## config.mk

```make
export PLATFORM = sky130hd
export DESIGN_NAME = aws_ctrl
export DESIGN_NICKNAME = d
export VERILOG_FILES = /design/src/acoustic_wave_stencil_step_macros.svh /design/src/aws_pkg.sv /design/src/aws_ctrl.sv
export SDC_FILE = /design/constraint.sdc
export NUM_CORES = 1
export LEC_CHECK = 0
export BUFFER_PORTS_ARGS = -buffer_cell sky130_fd_sc_hd__buf_2
export CAP_MARGIN = 5
export CORE_AREA = 4 4 41 43
export CTS_CLUSTER_DIAMETER = 120
export CTS_CLUSTER_SIZE = 8
export DETAILED_ROUTE_END_ITERATION = 16
export DIE_AREA = 0 0 45 47
export PLACE_DENSITY = 0.42
export SKIP_CTS_REPAIR_TIMING = 1
export SYNTH_ARGS = -nofsm -noshare
export SYNTH_HDL_FRONTEND = slang
export SYNTH_SLANG_ARGS = --single-unit
```

## constraint.sdc

```tcl
create_clock -name clk -period 2.1 [get_ports clk]
set_input_delay 0.21 -clock clk [delete_from_list [all_inputs] [get_ports clk]]
set_output_delay 0.21 -clock clk [all_outputs]
set_load 0.05 [all_outputs]
```

## src/acoustic_wave_stencil_step_macros.svh

```systemverilog
// Assertion macros for the acoustic wave stencil block.
`ifndef ACOUSTIC_WAVE_STENCIL_STEP_MACROS_SVH
`define ACOUSTIC_WAVE_STENCIL_STEP_MACROS_SVH
`ifndef SYNTHESIS
`define AWS_ASSERT_IMPL(label, clk, rst, ante, cons) \
  label: assert property (@(posedge clk) disable iff (rst) (ante) |-> (cons)) \
    else $error("assertion failed");
`define AWS_ASSERT_NEXT(label, clk, rst, ante, cons) \
  label: assert property (@(posedge clk) disable iff (rst) (ante) |=> (cons)) \
    else $error("assertion failed");
`else
`define AWS_ASSERT_IMPL(label, clk, rst, ante, cons)
`define AWS_ASSERT_NEXT(label, clk, rst, ante, cons)
`endif
`endif

```

## src/aws_pkg.sv

```systemverilog
// Shared types and constants of the acoustic wave stencil block.
`default_nettype none
package aws_pkg;
  localparam int MAX_COLUMNS = 1024;
  localparam int MAX_ROWS = 4096;
  localparam int COL_W = $clog2(MAX_COLUMNS);
  localparam int ROW_W = $clog2(MAX_ROWS);
  localparam int CFG_IDX_W = 2;
  localparam int CFG_DATA_W = 48;
  localparam logic [CFG_IDX_W-1:0] REG_COURANT = 2'd0;
  localparam logic [CFG_IDX_W-1:0] REG_ROWS = 2'd1;
  localparam logic [CFG_IDX_W-1:0] REG_COLS = 2'd2;

  typedef enum logic [4:0] {
    ST_IDLE = 5'b00001,
    ST_READ = 5'b00010,
    ST_COEF = 5'b00100,
    ST_MUL  = 5'b01000,
    ST_OUT  = 5'b10000
  } state_t;

  typedef struct packed {
    logic capture;
    logic read;
    logic coef;
    logic mul;
    logic finish;
  } cmd_t;

  typedef struct packed {
    logic emit;
  } status_t;
endpackage
`default_nettype wire

```

## src/aws_ctrl.sv

```systemverilog
// Controller state machine sequencing one request through the datapath.
`default_nettype none
module aws_ctrl (
  input  wire logic clk,
  input  wire logic rst,
  input  wire logic in_valid,
  output logic in_ready,
  output logic out_valid,
  input  wire logic out_ready,
  input  wire aws_pkg::status_t status,
  output aws_pkg::cmd_t cmd
);
  import aws_pkg::*;
  state_t state, state_next;
  logic out_full, out_full_next;

  always_comb begin
    state_next = state;
    out_full_next = out_full && !out_ready;
    cmd = '0;
    in_ready = 1'b0;
    case (state)
      ST_IDLE: begin
        in_ready = 1'b1;
        if (in_valid) begin
          cmd.capture = 1'b1;
          state_next = ST_READ;
        end
      end
      ST_READ: begin
        cmd.read = 1'b1;
        state_next = ST_COEF;
      end
      ST_COEF: begin
        cmd.coef = 1'b1;
        state_next = ST_MUL;
      end
      ST_MUL: begin
        cmd.mul = 1'b1;
        state_next = ST_OUT;
      end
      ST_OUT: begin
        if (!status.emit) begin
          cmd.finish = 1'b1;
          state_next = ST_IDLE;
        end else if (!out_full_next) begin
          cmd.finish = 1'b1;
          out_full_next = 1'b1;
          state_next = ST_IDLE;
        end
      end
      default: state_next = ST_IDLE;
    endcase
  end

  always_ff @(posedge clk) begin
    if (rst) begin
      state <= ST_IDLE;
      out_full <= 1'b0;
    end else begin
      state <= state_next;
      out_full <= out_full_next;
    end
  end

  assign out_valid = out_full;
endmodule
`default_nettype wire

```

**Word level (Yosys, flattened, before mapping)**

Cells that the tools add are included.

- Eq/ne operators: 7
- Muxes and demuxes: 15
- Reductions and logical operators: 3

Operators with widths:

| cell | number |
|---|---|
| $pmux W5 S5 | 1 |
| $mux W5 | 3 |
| $mux W1 | 11 |
| $eq A5 B1 Y1 const B | 1 |
| $eq A5 B2 Y1 const B | 1 |
| $eq A5 B3 Y1 const B | 1 |
| $eq A5 B4 Y1 const B | 1 |
| $eq A5 B5 Y1 const B | 1 |
| $ne A3 B3 Y1 const B | 1 |
| $ne A2 B2 Y1 const B | 1 |
| $reduce_and A2 Y1 | 1 |
| $logic_and A1 B1 Y1 | 1 |
| $logic_not A1 Y1 | 1 |

- Bits in registers: 6
- Output and inout bits: 7
- Word-level logic and storage cells: 27

**Logic depth before layout (Yosys ltp)**

Gate-level depths: netlist of run 1.

- Depth after elaboration: 5
- Depth in mapped cells: 3
- Depth with buffers taken out: 3

**Least setup slack after synthesis of run 1**

OpenSTA, ideal clock, no wires.

- Kind: reg2reg
- From: reg state[3]
- To: reg state[3]
- Path buffers: 0
- Setup time: 0.069 ns
- Period minus slack after synthesis: 2.521 ns
- Setup slack: -0.421 ns
- Arrival time: 2.452 ns
- Cell stages (with the launch flop): 4
- Path through: dfxtp_1 or2_2 nor4_1 and3_1

- Word-level cells in the longest chain between the ends: 3

Ends and longest elaborated chain:

| what | RTL line | text |
|---|---|---|
| start, declared | aws_ctrl.sv:14 | `state_t state, state_next;` |
| start signal, assigned | aws_ctrl.sv:61 | `state <= state_next;` |
| $eq A5 B5 Y1 or $eq A5 B1 Y1 (tied branches) | aws_ctrl.sv:22 | `case (state)` |
| $ne A3 B3 Y1 (no source line) or $ne A2 B2 Y1 (tied branches) | -- |  |
| $reduce_and A2 Y1 (no source line) | -- |  |

Several ways; a longest one is shown, not always the timed one.
A chain may end at the register's enable or synchronous reset.

==> implementation parameters, run 1 <==
Parameter                              Value

Placed design
  Post-detail-place hpwl ... 623.9 microns
  Number of buffers added on ports ... 11
  Final Wtd Congestion ... 0.7031
  Cell count after placement ... between 60 and 70

Worst setup path
  Max stage delay on crit path ... ~440 ps
  Crit path DAT ... around 1600 ps
  Buf+Inv Stages, Crit Path ... 1
  Critical path class ... flip-flop to output pin
  Ordered list of cells on the worst path ... or3_1 > nor2_2 > and2_1 > buf_2
  Critical path required time ... approximately 1900 ps
  Startpoint types ... flip-flop
  Capture point of the worst reg-to-reg path ... state[2]$_SDFFE_PP0P_
  Type of element capturing the critical path ... output pin
  Worst Reg2Reg Path Length in Cells ... 3
  Register-to-register setup slack ... 660 ps
  Crit path max fanout ... 6
  Reg-to-Reg Start ... state[1]$_SDFFE_PP0P_
  Family with the most delay on the worst path ... simple AND/OR/NAND/NOR gates
  Slowest stage cell on the critical path ... sky130_fd_sc_hd__or3_1

Die
  Core Footprint ... between 1000 and 1500 sq um
  Total I/O pin count ... 12
  Die width ... about 45 microns
  Die Ht ... between 40 and 50 microns
  Starting Density ... 0.2596
  Floorplan die area ... ~2100 sq um
  Num rows ... 13

Global routing
  Vias in the first global route ... about 330
  Overflow after GRT ... 0
  Largest net degree at the start of global routing ... 8
  First-pass GRT wire length ... about 1.3 mm
  Overall fraction of global-route tracks in use ... 0.08940
  Initial antenna violation count ... 0

Route
  Detail Route Antenna Nets ... 0
  Via count of the routed design ... around 350
  Iteration-0 DRC count of the detailed router ... 8
  Via density per instance ... around 5
  Aggregate routed wire length ... between 700 and 800 microns
  Post-route DRC ... 0
  1st-pass router iterations ... 3
  Detail-routed net length per standard cell ... around 11 microns

Cells and area
  Most used cells in the layout excluding fill and tap cells ... 11 x sky130_fd_sc_hd__buf_2, 6 x sky130_fd_sc_hd__dfxtp_1, 4 x sky130_fd_sc_hd__nor2_1, 4 x sky130_fd_sc_hd__inv_1
  Layout overhead on the synthesized area ... 28.89%
  Net count of the finished layout ... 60
  Share of the core filled with cells ... 0.3346
  Layout Cells excl Fill ... 68
  N_diodes ... 0
  Commonest non-fill, non-tap cell in the layout ... sky130_fd_sc_hd__buf_2
  Share of layout cells above drive strength 1 ... 0.3396

STA
  Transition time at the pin with the least slew margin ... 238.8 ps
  Max-Slew Margin vs Limit ... 0.8406
  Hold_ws ... ~130 ps
  Setup repair after global routing missed its margin ... no
  Max-slew violation count ... 0
  Period minus WS final ... around 1800 ps
  Setup violations, final ... 0
  FMAX ... about 560 MHz
  Period Utilization, post-route ... 0.8480
  Worst-case clock skew ... 1.866 ps
  Hold Violations, Final ... 0
  Setup TNS after final layout ... 0 ps

Synthesis
  Number of distinct library cells after synthesis ... 23
  Number of standard cells after synthesis ... 40
  Syn nets ... 45
  Synthesis Warnings ... 0
  Netlist area before placement ... 337.8 sq um
  Post-synthesis sequential element count ... 6
  Sequential share of the synthesized area ... 0.3556
  Mapped Avg Cell Area ... 8.446 sq um

Clock tree
  Clock tree root buffer cell ... sky130_fd_sc_hd__clkbuf_4
  Clock H-tree levels ... 1
  CTS max path bufs ... 2
  TritonCTS clock tree ... yes
  Clk sinks ... 6
  Clk Latency, worst-skew pair ... around 250 ps
  TritonCTS Buffers ... 3
  Clk slew on worst S/H paths ... around 50 ps

Power and ir drop
  Net switching power of the design ... between 0.00009 and 0.0001 W
  Clock group share of total power ... 0.363
  Power share of the sequential group ... 0.421
  Combinational share of power ... 0.215
  Internal power ... between 0.0002 and 0.00025 W
  PD cells ... 678.3 nW/um^2
  Overall power consumption ... a little under 0.0003 W
  Leakage power figure ... about 0.19 nW
  Net switching share of the total power ... 0.3077
  Maximum resistive drop on vdd ... around 310 uV

Hold path
  Hold depth ... 2
  Hold-critical path endpoint ... out_valid$_SDFF_PP0_
  Start point of the worst min-delay path ... rst
  Hold/Removal Path Class ... input port to flip-flop

Status
  Outcome ... completed

Job
  Count of maximum capacitance violations ... 0
layout make-up:
type / count / area, sq um
Sequential cell: 6 / 120.1
Inverter: 4 / 15.01
Multi-Input combinational cell: 29 / 203.9
Timing Repair Buffer: 11 / 55.05
Clock buffer: 3 / 22.52
Fill cell: 153 / 865.8
Tap cell: 15 / 18.77
per-stage QoR:
stage	cell area (sq um)	setup WS (ps)
global route	435.4	231.0
floorplan	346.6	147.6
global placement	412.9	618.9
detailed placement	412.9	587.8
finish	435.4	319.1
CTS	435.4	307.6
power by group through the flow:
stage                     combinational [W]  clock (W)  sequential [W]
final                             0.0000636   0.000107        0.000124
after CTS                         0.0000638   0.000112        0.000124
after floorplan                   0.0000504          0        0.000125
after global routing              0.0000686   0.000118        0.000126
after global placement            0.0000637          0        0.000127
after detailed placement          0.0000635          0        0.000127
cells in the mapped netlist:
cell / count / area share
sky130_fd_sc_hd__or2_2: 1 / 0.019
sky130_fd_sc_hd__o21a_1: 2 / 0.044
sky130_fd_sc_hd__o2111a_1: 1 / 0.033
sky130_fd_sc_hd__a311oi_1: 1 / 0.026
sky130_fd_sc_hd__inv_1: 4 / 0.044
sky130_fd_sc_hd__o22ai_1: 1 / 0.019
sky130_fd_sc_hd__dfxtp_1: 6 / 0.36
sky130_fd_sc_hd__or3_1: 1 / 0.019
sky130_fd_sc_hd__or4b_4: 1 / 0.041
sky130_fd_sc_hd__or2_0: 1 / 0.019
sky130_fd_sc_hd__buf_4: 1 / 0.022
sky130_fd_sc_hd__nand4_1: 1 / 0.019
sky130_fd_sc_hd__nor3_1: 1 / 0.015
sky130_fd_sc_hd__and3_1: 3 / 0.056
sky130_fd_sc_hd__or2b_1: 1 / 0.022
sky130_fd_sc_hd__o31a_1: 1 / 0.026
sky130_fd_sc_hd__a21oi_1: 1 / 0.015
sky130_fd_sc_hd__nand2b_1: 3 / 0.056
sky130_fd_sc_hd__nand4bb_1: 1 / 0.033
sky130_fd_sc_hd__nor4_1: 1 / 0.019
sky130_fd_sc_hd__o221ai_1: 1 / 0.026
sky130_fd_sc_hd__and2_1: 1 / 0.019
sky130_fd_sc_hd__nor2_1: 5 / 0.056
sequential cells by signal, summed over array words and instances (netlist names):
register	count
state	5
out_valid	1
per-layer routing:
layer	global-route usage	share of wire	wire length, microns
met1	0.1073	0.47	358
met2	0.1299	0.44	336
met3	0.04215	0.070	54
met4	0.05263	0.022	17
met5	0	0	0
worst register-to-register path: stages, from the launching register on:
cell and delay, ps:
sky130_fd_sc_hd__dfxtp_1 350, sky130_fd_sc_hd__or4b_4 560, sky130_fd_sc_hd__or2_0 230, sky130_fd_sc_hd__and3_1 190
how the worst max path moves through the flow:
stage / endpoint / startpoint / cells after the start / slack, ps
global placement: cmd[4] / state[1]$_SDFFE_PP0P_ / 4 / 620
global route: cmd[4] / state[1]$_SDFFE_PP0P_ / 4 / 230
finish: cmd[4] / state[1]$_SDFFE_PP0P_ / 4 / 320
floorplan: cmd[4] / state[1]$_SDFFE_PP0P_ / 3 / 150
detailed placement: cmd[4] / state[1]$_SDFFE_PP0P_ / 4 / 590
CTS: cmd[4] / state[1]$_SDFFE_PP0P_ / 4 / 310
cells by family (layout without fill, tap and decap cells):
kind of cell,count (synthesis),count (layout),share of synthesized area
AOI/OAI and AO/OA,8,8,0.1889
DFF,6,6,0.3556
and+or+nand+nor,21,21,0.3890
buffers and inverters,5,18,0.06666
Note: power is estimated with default switching activity, not from simulation.
==> run 2, diff against run 1 <==
==> constraint.sdc (replaced) <==
create_clock -name clk -period 1.8 [get_ports clk]
set_input_delay 0.18 -clock clk [delete_from_list [all_inputs] [get_ports clk]]
set_output_delay 0.18 -clock clk [all_outputs]
set_load 0.05 [all_outputs]
==> run 2 against run 1 <==
First-iteration DRC count fell by 50%. Highest routed layer is now met3. Critical path depth stayed put. Largest power group unchanged. Design area up 5.2%. Global-route usage rose by 1.1 points. Clock-buffer cell count is the same. Sequential power is 18% higher. Via count shrank 5.5%. Clock skew is 1.2 ps higher.
==> implementation parameters, run 2 (synthesized netlist as in run 1, its figures left out) <==
Parameter                              Value

Status
  Outcome ... completed (unchanged)

STA
  Transition time at the pin with the least slew margin ... 309.3 ps (was 238.8 ps)
  Final critical-path setup slack ... 101.6 ps (was 319.1 ps)
  Period Utilization, post-route ... 0.9436
  FMAX ... slightly below 600 MHz
  Hold Violations, Final ... 0 (unchanged)
  Period minus WS final ... 1698 ps
  Setup TNS after final layout ... 0 ps (unchanged)
  Worst-case clock skew ... 3.027 ps (was 1.866 ps)
  Setup repair after global routing missed its margin ... no (unchanged)
  Setup violations, final ... 0 (unchanged)
  Max-slew violation count ... 0 (unchanged)
  Max-Slew Margin vs Limit ... 0.7935 (was 0.8406)

Global routing
  First-pass GRT wire length ... 1.435 mm (was 1.324 mm)
  Overall fraction of global-route tracks in use ... 0.1004 (was 0.08940)
  Largest net degree at the start of global routing ... 8 (unchanged)
  Overflow after GRT ... 0 (unchanged)
  Vias in the first global route ... 338 (was 329)
  Initial antenna violation count ... 0 (unchanged)

Worst setup path
  Family with the most delay on the worst path ... simple AND/OR/NAND/NOR gates (unchanged)
  Register-to-register setup slack ... 360 ps (was 660 ps)
  Ordered list of cells on the worst path ... or3_4 > nor2_4 > and2_2 > clkbuf_4 (was or3_1 > nor2_2 > and2_1 > buf_2)
  Critical path class ... flip-flop to output pin (unchanged)
  Max stage delay on crit path ... 440 ps (about the same)
  Crit path depth ... 4 (unchanged)
  Startpoint types ... flip-flop (unchanged)
  Crit path max fanout ... 6 (unchanged)
  Worst Reg2Reg Path Length in Cells ... 3 (unchanged)
  Buf+Inv Stages, Crit Path ... 1 (unchanged)
  Critical path required time ... 1620 ps (was 1890 ps)
  Crit path DAT ... 1520 ps (was 1570 ps)
  Slowest stage cell on the critical path ... sky130_fd_sc_hd__or3_4 (was sky130_fd_sc_hd__or3_1)
  Type of element capturing the critical path ... output pin (unchanged)

Clock tree
  Clock tree root buffer cell ... sky130_fd_sc_hd__clkbuf_4 (unchanged)
  TritonCTS Buffers ... 3 (unchanged)
  Clk sinks ... 6 (unchanged)
  Clock H-tree levels ... 1 (unchanged)
  TritonCTS clock tree ... yes (unchanged)
  Clk slew on worst S/H paths ... 40 ps (was 50 ps)
  CTS max path bufs ... 2 (unchanged)
  Clk Latency, worst-skew pair ... 240 ps (was 250 ps)

Cells and area
  N_diodes ... 0 (unchanged)
  Net count of the finished layout ... 60 (unchanged)
  Number of fill cells in the layout ... 145 (was 153)
  Flip-flop count of the largest register after layout ... 5 (unchanged)
  Commonest non-fill, non-tap cell in the layout ... sky130_fd_sc_hd__buf_2 (unchanged)
  Share of layout cells above drive strength 1 ... 0.3774 (was 0.3396)
  Most used cells in the layout excluding fill and tap cells ... 10 x sky130_fd_sc_hd__buf_2, 6 x sky130_fd_sc_hd__dfxtp_1, 4 x sky130_fd_sc_hd__nor2_1, 4 x sky130_fd_sc_hd__inv_1, 4 x sky130_fd_sc_hd__clkbuf_4 (was 11 x sky130_fd_sc_hd__buf_2, 6 x sky130_fd_sc_hd__dfxtp_1, 4 x sky130_fd_sc_hd__nor2_1, 4 x sky130_fd_sc_hd__inv_1)
  Register with the highest flop count ... state (unchanged)
  Share of the core filled with cells ... 0.3519 (was 0.3346)
  Layout overhead on the synthesized area ... 35.56% (was 28.89%)

Route
  Detail Route Antenna Nets ... 0 (unchanged)
  Via density per instance ... 4.838 (was 5.118)
  Iteration-0 DRC count of the detailed router ... 4 (was 8)
  Via count of the routed design ... 329 (was 348)
  Detail-routed net length per standard cell ... 12.25 microns (was 11.28 microns)
  Aggregate routed wire length ... 833 microns (was 767 microns)
  Post-route DRC ... 0 (unchanged)
  1st-pass router iterations ... 4 (was 3)

Placed design
  Final Wtd Congestion ... 0.6954 (was 0.7031)
  Number of buffers added on ports ... 11 (unchanged)
  Setup slack at placement ... 282.7 ps (was 587.8 ps)

Die
  Die width ... 45 microns (unchanged)
  Core Footprint ... 1301 sq um (unchanged)
  Starting Density ... 0.2596 (unchanged)
  Die Ht ... 47 microns (unchanged)
  Total I/O pin count ... 12 (unchanged)
  Floorplan die area ... 2115 sq um (unchanged)
  Num rows ... 13 (unchanged)

Power and ir drop
  Leakage power figure ... 0.1942 nW (was 0.1930 nW)
  Maximum resistive drop on vdd ... 417.1 uV (was 306.0 uV)
  PD cells ... 762.7 nW/um^2 (was 678.3 nW/um^2)
  Overall power consumption ... 0.0003493 W (was 0.0002954 W)

Job
  Count of maximum capacitance violations ... 0 (unchanged)

Hold path
  Hold/Removal Path Class ... input port to flip-flop (unchanged)
  Hold depth ... 2 (unchanged)
## run 2: cell types whose count changed in the layout (fill, tap and decap cells not counted), sizes merged
| cell | change |
|---|---|
| clkbuf | +1 |
| buf | -1 |
## run 2: path summary, 6_finish.rpt
check                        start                    end
max          state[1]$_SDFFE_PP0P_                 cmd[4]
min                            rst   out_valid$_SDFF_PP0_
max reg2reg  state[1]$_SDFFE_PP0P_  state[3]$_SDFFE_PP0P_
min reg2reg   out_valid$_SDFF_PP0_   out_valid$_SDFF_PP0_
## run 2: worst reg2reg max path: cells and delay by family, from the launching register on
family | cells | cell delay (ps)
DFF | 1 | 370
and+or+nand+nor | 3 | 970
## run 2: layer usage
metal | track usage | share of wire
met1 | 0.1116 | 0.44
met2 | 0.1469 | 0.49
met3 | 0.05364 | 0.067
met4 | 0.07018 | 0
met5 | 0 | 0
## run 2: stage by stage
stage / area (sq um) / cells / hold slack, ps
after floorplan: 361.6 / 40 / 249.1
after global placement: 427.9 / 65 / 357.3
after detailed placement: 427.9 / 65 / 365.0
after CTS: 450.4 / 68 / 108.4
after global routing: 457.9 / 68 / 115.9
final: 457.9 / 68 / 116.3
## run 2: layout make-up
type                            instances  area [sq um]  area share
Multi-Input combinational cell         29         224.0      0.4891
Sequential cell                         6         120.1      0.2623
Timing Repair Buffer                   11         57.56      0.1257
Clock buffer                            3         22.52     0.04918
Tap cell                               15         18.77     0.04098
Inverter                                4         15.01     0.03279
## run 2: power breakdown
group | internal [W] | switching [W]
registers | 0.000138 | 0.00000771
clock network | 0.0000752 | 0.0000459
logic | 0.0000295 | 0.0000525
total | 0.000243 | 0.000106
==> run 3, diff against run 2 <==
--- a/config.mk
+++ b/config.mk
@@ -12,8 +12,10 @@
 export CTS_CLUSTER_SIZE = 8
 export DETAILED_ROUTE_END_ITERATION = 16
 export DIE_AREA = 0 0 45 47
-export PLACE_DENSITY = 0.42
+export GPL_TIMING_DRIVEN = 0
+export PLACE_DENSITY = 0.44
 export SKIP_CTS_REPAIR_TIMING = 1
+export SKIP_LAST_GASP = 1
 export SYNTH_ARGS = -nofsm -noshare
 export SYNTH_HDL_FRONTEND = slang
 export SYNTH_SLANG_ARGS = --single-unit
==> constraint.sdc (replaced) <==
create_clock -name clk -period 1.38 [get_ports clk]
set_input_delay 0.138 -clock clk [delete_from_list [all_inputs] [get_ports clk]]
set_output_delay 0.138 -clock clk [all_outputs]
set_load 0.05 [all_outputs]
==> run 3 against run 2 <==
The run now ends with negative setup slack left. First-iteration DRC count did not move. Via count rose by 5.5%. Global-route usage rose by 0.071 points. Hold slack got worse by 72 ps. Register-to-register slack got worse by 500 ps. Critical path depth did not move. Total power rose by 46%. Critical path type unchanged. Critical endpoint unchanged. Highest routed layer unchanged.
==> implementation parameters, run 3 (synthesized netlist as in run 1, its figures left out) <==
Parameter                              Value

Status
  Outcome ... complete, but fails checks (was completed)
  Violations in the final reports ... negative setup slack

Power and ir drop
  Maximum resistive drop on vdd ... 345.4 uV (was 417.1 uV)
  PD cells ... 922.6 nW/um^2 (was 762.7 nW/um^2)
  Leakage power figure ... 0.2243 nW (was 0.1942 nW)

STA
  Period Utilization, post-route ... 1.138
  Max-slew violation count ... 0 (unchanged)
  Setup repair after global routing missed its margin ... yes (was no)
  Worst-case clock skew ... 7.994 ps (was 3.027 ps)
  Setup violations, final ... 9 (was 0)
  Final critical-path setup slack ... -190.1 ps (was 101.6 ps)
  Hold_ws ... 44.03 ps (was 116.3 ps)
  Hold Violations, Final ... 0 (unchanged)
  Period minus WS final ... ~1600 ps
  Transition time at the pin with the least slew margin ... 255.1 ps (was 309.3 ps)
  FMAX ... ~640 MHz
  Max-Slew Margin vs Limit ... 0.8311 (was 0.7935)

Worst setup path
  Critical path class ... flip-flop to output pin (unchanged)
  Crit path DAT ... 1430 ps (was 1520 ps)
  Startpoint types ... flip-flop (unchanged)
  Max stage delay on crit path ... 400 ps (was 440 ps)
  Critical path required time ... 1240 ps (was 1620 ps)
  Type of element capturing the critical path ... output pin (unchanged)
  Family with the most delay on the worst path ... simple AND/OR/NAND/NOR gates (unchanged)
  Crit path max fanout ... 5 (was 6)
  Buf+Inv Stages, Crit Path ... 1 (unchanged)
  Slowest stage cell on the critical path ... sky130_fd_sc_hd__or3_4 (unchanged)
  Ordered list of cells on the worst path ... or3_4 > nor2_4 > and2_4 > buf_8 (was or3_4 > nor2_4 > and2_2 > clkbuf_4)

Die
  Core Footprint ... 1301 sq um (unchanged)
  Total I/O pin count ... 12 (unchanged)
  Die width ... 45 microns (unchanged)
  Die Ht ... 47 microns (unchanged)
  Num rows ... 13 (unchanged)
  Starting Density ... 0.2596 (unchanged)
  Floorplan die area ... 2115 sq um (unchanged)

Route
  Aggregate routed wire length ... 940 microns (was 833 microns)
  Via count of the routed design ... 347 (was 329)
  Post-route DRC ... 0 (unchanged)
  Via density per instance ... 4.819 (was 4.838)
  Iteration-0 DRC count of the detailed router ... 4 (unchanged)
  Detail Route Antenna Nets ... 0 (unchanged)
  1st-pass router iterations ... 2 (was 4)
  Detail-routed net length per standard cell ... 13.06 microns (was 12.25 microns)

Placed design
  Setup slack at placement ... -87.01 ps (was 282.7 ps)
  Post-detail-place hpwl ... 706.2 microns
  Cell count after placement ... 66 (was 65)
  Number of buffers added on ports ... 11 (unchanged)
  Final Wtd Congestion ... 0.7350 (was 0.6954)

Global routing
  Overflow after GRT ... 0 (unchanged)
  Largest net degree at the start of global routing ... 8 (unchanged)
  First-pass GRT wire length ... 1.497 mm (was 1.435 mm)
  Vias in the first global route ... 346 (was 338)
  Initial antenna violation count ... 0 (unchanged)
  Overall fraction of global-route tracks in use ... 0.1011 (was 0.1004)

Clock tree
  Clock tree root buffer cell ... sky130_fd_sc_hd__clkbuf_4 (unchanged)
  Clk Latency, worst-skew pair ... 250 ps (was 240 ps)
  TritonCTS clock tree ... yes (unchanged)
  TritonCTS Buffers ... 3 (unchanged)
  Clk sinks ... 6 (unchanged)
  Clock H-tree levels ... 1 (unchanged)
  Clk slew on worst S/H paths ... 50 ps (was 40 ps)
  CTS max path bufs ... 2 (unchanged)

Cells and area
  Register with the highest flop count ... state (unchanged)
  Share of layout cells above drive strength 1 ... 0.5439 (was 0.3774)
  N_diodes ... 0 (unchanged)
  Flip-flop count of the largest register after layout ... 5 (unchanged)
  Layout overhead on the synthesized area ... 64.07% (was 35.56%)
  Most used cells in the layout excluding fill and tap cells ... 5 x sky130_fd_sc_hd__buf_4, 5 x sky130_fd_sc_hd__buf_2, 4 x sky130_fd_sc_hd__inv_1 (was 10 x sky130_fd_sc_hd__buf_2, 6 x sky130_fd_sc_hd__dfxtp_1, 4 x sky130_fd_sc_hd__nor2_1, 4 x sky130_fd_sc_hd__inv_1, 4 x sky130_fd_sc_hd__clkbuf_4)
  Net count of the finished layout ... 63 (was 60)
  Share of the core filled with cells ... 0.4260 (was 0.3519)
  Layout Cells excl Fill ... 72 (was 68)

Job
  Count of maximum capacitance violations ... 0 (unchanged)

Hold path
  Hold/Removal Path Class ... input port to flip-flop (unchanged)
-- run 3: cell count changes in the layout (fill, tap and decap cells not counted), sizes merged --
| cell | change |
|---|---|
| buf | +4 |
-- run 3: worst paths after layout --
check        depth (start not counted)               endpoint  slack, ps                   from
min reg2reg                          2   out_valid$_SDFF_PP0_        530   out_valid$_SDFF_PP0_
max                                  4                 cmd[4]       -190  state[1]$_SDFFE_PP0P_
min                                  2   out_valid$_SDFF_PP0_         40                    rst
max reg2reg                          4  state[2]$_SDFFE_PP0P_       -140  state[1]$_SDFFE_PP0P_
-- run 3: layout make-up --
| class | instances | area (sq um) |
|---|---|---|
| fill | 138 | 747.0 |
| multi-input combinational | 29 | 240.2 |
| sequential | 6 | 135.1 |
| timing repair buffer | 13 | 111.4 |
| clock buffer | 4 | 26.28 |
| tap | 15 | 18.77 |
| inverter | 4 | 15.01 |
| buffer | 1 | 7.507 |
-- run 3: layer usage --
metal  global-route usage  vias up  part of all wire
met5                    0        -                 0
met4              0.08772        0                 0
met1               0.1205      161              0.44
met2               0.1412        7              0.50
li1                     -      179                 -
met3              0.03831        0             0.055
-- run 3: through the flow --
step	power, W	setup TNS, ps	instance area [sq um]
finish	0.0005114	-1034	554.3
global route	0.0005405	-1404	554.3
CTS	0.0004942	-1515	479.2
detailed placement	0.0003041	-280.7	452.9
global placement	0.0003019	-247.9	452.9
floorplan	0.0002782	-273.2	379.1
-- run 3: power breakdown --
| group | total, W | internal, W | leakage [nW] | switching (W) |
|---|---|---|---|---|
| Clock | 0.000179 | 0.000110 | 0.0150 | 0.0000689 |
| Sequential | 0.000187 | 0.000177 | 0.0518 | 0.00000959 |
| Combinational | 0.000146 | 0.0000662 | 0.157 | 0.0000798 |
